**config.mk**
```make
export PLATFORM = sky130hd
export DESIGN_NAME = zgr_div
export DESIGN_NICKNAME = d
export VERILOG_FILES = /design/src/rtl/zgr_pkg.sv /design/src/rtl/zgr_div.sv
export SDC_FILE = /design/constraint.sdc
export NUM_CORES = 1
export LEC_CHECK = 0
export BUFFER_PORTS_ARGS = -buffer_cell sky130_fd_sc_hd__clkbuf_2
export CORE_ASPECT_RATIO = 0.9
export CORE_UTILIZATION = 59
export DETAILED_ROUTE_END_ITERATION = 7
export PLACE_DENSITY = 0.83
export SKIP_LAST_GASP = 1
export SYNTH_ARGS = -nofsm -noshare
export SYNTH_HDL_FRONTEND = slang
export SYNTH_SLANG_ARGS = --single-unit
export TNS_END_PERCENT = 100
```
**constraint.sdc**
```tcl
create_clock -name clk -period 6.93 [get_ports clk]
set_input_delay 0.3465 -clock clk [delete_from_list [all_inputs] [get_ports clk]]
set_output_delay 0.3465 -clock clk [all_outputs]
set_load 0.01 [all_outputs]
```
**src/rtl/zgr_pkg.sv**
```systemverilog
// ----------------------------------------------------------------------------
// zgr_pkg
// Shared types, constants and helpers for the depth-buffered, Gouraud-shaded
// triangle rasterizer.
// ----------------------------------------------------------------------------
package zgr_pkg;

  localparam int DEF_SCREEN_WIDTH  = 256;
  localparam int DEF_SCREEN_HEIGHT = 256;

  // Signed edge values (and the doubled area) fit in this many bits.
  localparam int EDGE_W = 36;
  // Signed attribute numerators (sum of edge value times attribute).
  localparam int NUM_W  = 54;

  localparam logic [15:0] FAR_DEPTH = 16'hFFFF;
  localparam logic [7:0]  COLOR_MAX = 8'hFF;

  typedef enum logic [1:0] {
    KIND_VERTEX = 2'd0,
    KIND_CLEAR  = 2'd1,
    KIND_READ   = 2'd2,
    KIND_NONE   = 2'd3
  } kind_t;

  typedef enum logic [3:0] {
    ST_FILL,
    ST_IDLE,
    ST_READ,
    ST_READ_DATA,
    ST_BOX,
    ST_EDGE,
    ST_EDGE_DRAIN,
    ST_NORM,
    ST_ATTR,
    ST_ATTR_DRAIN,
    ST_DIV_START,
    ST_DIV_WAIT,
    ST_WALK,
    ST_DRAIN,
    ST_EMIT
  } state_t;

  typedef struct packed {
    logic signed [15:0] x;
    logic signed [15:0] y;
    logic [15:0]        z;
    logic [7:0]         r;
    logic [7:0]         g;
    logic [7:0]         b;
  } vertex_t;

  typedef struct packed {
    logic [23:0] color;
    logic [15:0] depth;
  } pixel_t;

  typedef struct packed {
    logic                    done;
    logic signed [NUM_W-1:0] quot;
    logic [EDGE_W-1:0]       rem;
  } div_res_t;

  // An interpolated attribute held as floor quotient and remainder of its
  // numerator over the magnitude of the doubled triangle area.
  typedef struct packed {
    logic signed [NUM_W-1:0] q;
    logic [EDGE_W-1:0]       r;
  } acc_t;

  // Adds a step that was itself split into quotient and remainder.
  function automatic acc_t acc_step(acc_t a, logic signed [NUM_W-1:0] dq,
                                    logic [EDGE_W-1:0] dr, logic [EDGE_W-1:0] den);
    logic [EDGE_W:0] s;
    acc_t            o;
    s = {1'b0, a.r} + {1'b0, dr};
    if (s >= {1'b0, den}) begin
      o.r = EDGE_W'(s - {1'b0, den});
      o.q = a.q + dq + NUM_W'(1);
    end else begin
      o.r = s[EDGE_W-1:0];
      o.q = a.q + dq;
    end
    return o;
  endfunction

endpackage

```
**src/rtl/zgr_div.sv**
```systemverilog
// ----------------------------------------------------------------------------
// zgr_div
// Bit-serial floor divider: signed numerator over a positive divisor, giving
// the floor quotient and a remainder in the range zero to divisor minus one.
// ----------------------------------------------------------------------------
module zgr_div (
  input  logic                            clk,
  input  logic                            rst,
  input  logic                            start,
  input  logic signed [zgr_pkg::NUM_W-1:0] numer,
  input  logic [zgr_pkg::EDGE_W-1:0]      denom,
  output zgr_pkg::div_res_t               res
);

  localparam int NW    = zgr_pkg::NUM_W;
  localparam int EW    = zgr_pkg::EDGE_W;
  localparam int CNT_W = $clog2(NW + 1);

  logic             busy;
  logic             fin;
  logic [CNT_W-1:0] cnt;
  logic [NW-1:0]    quo;
  logic [EW-1:0]    rem;
  logic [EW-1:0]    den;
  logic             neg;
  logic [EW:0]      trial;
  logic             trial_ge;

  assign trial    = {rem, quo[NW-1]};
  assign trial_ge = trial >= {1'b0, den};

  always_ff @(posedge clk) begin
    if (rst) begin
      busy     <= 1'b0;
      fin      <= 1'b0;
      res.done <= 1'b0;
    end else begin
      res.done <= 1'b0;
      fin      <= 1'b0;
      if (start) begin
        busy <= 1'b1;
        cnt  <= CNT_W'(NW);
        neg  <= numer[NW-1];
        quo  <= numer[NW-1] ? NW'(-numer) : NW'(numer);
        rem  <= '0;
        den  <= denom;
      end else if (busy) begin
        quo <= {quo[NW-2:0], trial_ge};
        rem <= trial_ge ? EW'(trial - {1'b0, den}) : trial[EW-1:0];
        cnt <= cnt - CNT_W'(1);
        if (cnt == CNT_W'(1)) begin
          busy <= 1'b0;
          fin  <= 1'b1;
        end
      end
      if (fin) begin
        // Magnitude result turned into a floor result for negative numerators.
        res.done <= 1'b1;
        if (neg && (rem != '0)) begin
          res.quot <= ~quo;
          res.rem  <= den - rem;
        end else if (neg) begin
          res.quot <= NW'(-quo);
          res.rem  <= '0;
        end else begin
          res.quot <= quo;
          res.rem  <= rem;
        end
      end
    end
  end

endmodule

```
; ---- After elaboration in Yosys (flattened, before gate mapping)
; Cells that the tools add are included.
; Widths: inputs -> output; s select.
[totals]
out_inout_bits = 91
regBits = 226
word_cells = 40
[classes]
reduce_logical = 7
addsub = 5
eq_ne = 1
bitwise_logic = 3
magnitude_cmp = 1
mux = 13
[op_table]
columns = cell, n
row1 = $mux 90, 2
row2 = $mux 54, 3
row3 = $neg 54->54, 2
row4 = $mux 91, 1
row5 = $mux 36, 2
row6 = $sub 36x36->36, 2
row7 = $not 54->54, 1
row8 = $ge 37x36->1, 1
row9 = $reduce_bool 36->1, 1
row10 = $eq 6x1->1 const B, 1
row11 = $mux 6, 1
row12 = $reduce_and 2->1, 3
row13 = $sub 6x1->6 const B, 1
row14 = $mux 1, 4
row15 = $reduce_or 3->1, 1
row16 = $not 1->1, 2
row17 = $reduce_bool 2->1, 1
row18 = $logic_and 1x1->1, 1

; ---- Depth between registers and ports, before layout
[logic_depth]
ltp_word = 4
mapped_depth = 13

; ---- Worst setup path after synthesis
; Ideal clock, no wire load.
[synth_timing]
path_kind = input to register
start = in start
end = reg cnt[0] (enable)
setup_slack_ns = 1.469
t_required_ns = 6.379
t_arrival_ns = 4.910
cell_stages = 4
path_cell_list = clkbuf_1 -> clkbuf_1 -> nor2_1 -> nor2_1
[synth_between]
elab_chain_cells = 2
[synth_rtl]
columns = item, line
row1 = start: declaration, zgr_div.sv:9  ; input logic start,
row2 = $reduce_bool 2->1 (no line), -
row3 = $reduce_and 2->1 (no line), -
row4 = end signal: assignment, zgr_div.sv:42  ; cnt <= CNT_W'(NW);
row5 = end signal: assignment, zgr_div.sv:50  ; cnt <= cnt - CNT_W'(1);
row6 = end: declaration, zgr_div.sv:21  ; logic [CNT_W-1:0] cnt;
; Every way passes these cells.
; A chain may end at the register's enable or synchronous reset.

; ---- Worst setup path in the final report
[layout_timing]
start = reg rem[8]
end = reg res[88] in the netlist's numbering (data pin)
[layout_between]
elab_chain_cells = 3
[layout_rtl]
columns = item, line
row1 = start: declaration, zgr_div.sv:23  ; logic [EW-1:0] rem;
row2 = start signal: assignment, zgr_div.sv:49  ; rem <= trial_ge ? EW'(trial - {1'b0, den}) : trial[EW-1:0];
row3 = $reduce_bool 36->1, zgr_div.sv:59  ; if (neg && (rem != '0)) begin
row4 = $logic_and 1x1->1, zgr_div.sv:59
row5 = $mux 90, zgr_div.sv:59
row6 = end: declaration, zgr_div.sv:12  ; output zgr_pkg::div_res_t res
; Every way passes these cells.

==> out/results.tsv <==
metric	value	unit
RSZ-0062 raised after global routing	false	
placed cell area	16060	sq um
Site Rows	54	
Yosys top cell area share	45.10	%
Boundary Pins	184	
Port-buffer cells	183	
ANT nets after route	0	
Worst-Margin Slew	1.228	ns
post-route setup TNS	0	ns
Worst-path clk slew	0.06	ns
Hold Violations, Final	0	
register area share after synthesis	45.51	%
Post-synth EDFFs	223	
Crit Path Category	reg -> reg	
DIE WIDTH	169.2	um
Mapped Nets	1652	
TritonCTS clock tree	yes	
status	finished, final reports clean	
startpoint types	register	
count leader, synth	edfxtp_1	
Num CTS Buffers	26	
Post-Route WL	40300	um
largest net degree at the start of global routing	105	
Die Y-Extent	152.5	um
Critical Path AT	4.11	ns
total grt overflow	0	
Max Clock Skew	0.01782	ns
Final Total Pwr	4.121	mW
Crit. End Element	register	
area occupied by multi-input gates	7564	sq um
post-route cell area	17180	sq um
crit share post-route	55.54	%
hpwl dp	29340	um
Critical Path RT	7.19	ns
Setup WS post-layout	3.081	ns
Most used DFF post-synth	edfxtp_1	
min cycle time layout	3.849	ns
number of remaining DRC errors	0	
Sink Count	226	
H-tree level count	1	
drt first pass iters	6	
Min Hold Slack	0.02742	ns
routed length per instance	19.81	um
gp weighted congestion	0.9447	
asr flop ratio synth	0	%
Post-Syn Area	14850	sq um
Ant. Diodes	0	
Filler cells	1844	
global-route wire length before repair	63420	um
post-synthesis cell count	1482	
clk_lat worst skew	0.54	ns
nets@finish	1849	
Reg area	6756	sq um
worst min path class	in -> reg	
Max Cap Violations	0	
power per cell area	239.9	nW/um^2
layout cells sized above 1	15.49	%
vias in the first global route	11810	
Max Freq	259.8	MHz
Final Max Slew Viols	0	
Placeable Area	24460	sq um
routed vias/inst	6.230	
top cells by area, synth	edfxtp_1 (45%), ha_1 (6.3%), xnor2_1 (6.3%)	
#FFs+latches synth	226	
library cells used by synthesis	73	
Syn Area/Cell	10.02	sq um
vias after detailed routing	12670	
Detailed Route Iter0 Violations	1655	
DIE AREA	25800	sq um
antenna violations before repair	0	
Root Buffer Master	clkbuf_16	
Tot GR Track Use	31.11	%
Max FO, Critical Path	10	
Layout area overhead	15.71	%
Longest Clk Path Bufs	3	
initial core utilization	60.70	%
Worst VDD drop	190.8	uV
post_cts resized	0	
synth cell count leaders	edfxtp_1 (223), a21oi_1 (126), nor2_1 (117), xnor2_1 (106), nand2_1 (100)	
worst slack, placed	3.073	ns
Pleak	6.716	nW
endpoints failing setup	0	
Syn. warnings	0	
Yosys top cell by area	edfxtp_1	
Slew HR	17.94	%
placed cells by master, fill, tap and decap left out, types with 15 or more instances in the layout:
cell / count
inv_1: 94
o21a_1: 15
nor2_1: 114
nand3_1: 29
o41ai_1: 17
o22ai_1: 24
o21ai_0: 97
xnor2_1: 106
ha_1: 75
nand2_1: 100
dlygate4sd3_1: 34
edfxtp_1: 223
a21o_1: 27
mux2_2: 15
clkbuf_16: 26
nor3_1: 21
mux2i_1: 19
a211oi_1: 15
or4_1: 17
xor2_1: 59
clkbuf_2: 182
a21oi_1: 126
o31ai_1: 28
or3_1: 20
registers in the layout (all words and copies together), names as in the netlist:
| signal | flops |
|---|---|
| busy | 1 |
| cnt | 6 |
| den | 36 |
| fin | 1 |
| neg | 1 |
| quo | 54 |
| rem | 36 |
| res | 91 |
through the flow:
step,std cells,utilization (%)
after floorplan,1482,-
after global placement,1953,65.65
after detailed placement,1953,65.65
after CTS,2034,70.24
after global routing,2034,70.24
final,2034,70.24
routing by layer:
metal,up-vias,routed length (um),GRT usage (%)
met2,721,17350,46.52
met3,73,4494,5.273
li1,5918,-,-
met1,5959,17490,46.84
met4,0,960,8.022
met5,-,0,0
timing repair:
action	in CTS	in global routing
hold buffers	34	0
hold endpoints to repair	34	0
setup buffers	0	0
setup endpoints to repair	0	0
path summary, 6_finish.rpt:
check | from | end | slack (ns) | cells past startpoint
setup / recovery | rem[8] | res[88] | 3.08 | 8
hold / removal | denom[2] | den[2] | 0.03 | 1
setup reg to reg | rem[8] | res[88] | 3.08 | 8
hold reg to reg | fin | res[90] | 0.48 | 1
cell families after synthesis:
logic type      share of synthesized area (%)
compound gates                          18.21
fa+ha+maj                               6.590
simple gates                            13.79
mux                                     2.419
buf+inv                                 3.750
flops                                   45.51
xor+xnor                                9.734
cell type report:
type / count / area share [%]
clock buffers: 31 / 3.897
clock inverters: 16 / 0.6555
inverters: 94 / 2.054
multi-input cells: 1108 / 44.03
flip-flops and latches: 226 / 39.33
well taps: 336 / 2.447
repair buffers: 223 / 7.589
where the power goes:
part | switching, mW | total [mW] | internal [mW]
logic | 0.668 | 1.13 | 0.466
clock network | 0.561 | 1.29 | 0.725
registers | 0.0823 | 1.70 | 1.62
critical path, stage by stage (launching register included):
cell	delay [ns]
edfxtp_1	0.50
or4_1	0.62
nor2_1	0.29
and3_1	0.49
and3_1	0.26
nand3_1	0.27
or4_1	0.63
o31ai_1	0.35
xnor2_1	0.15
No activity file was read; power rests on OpenSTA's default activity.
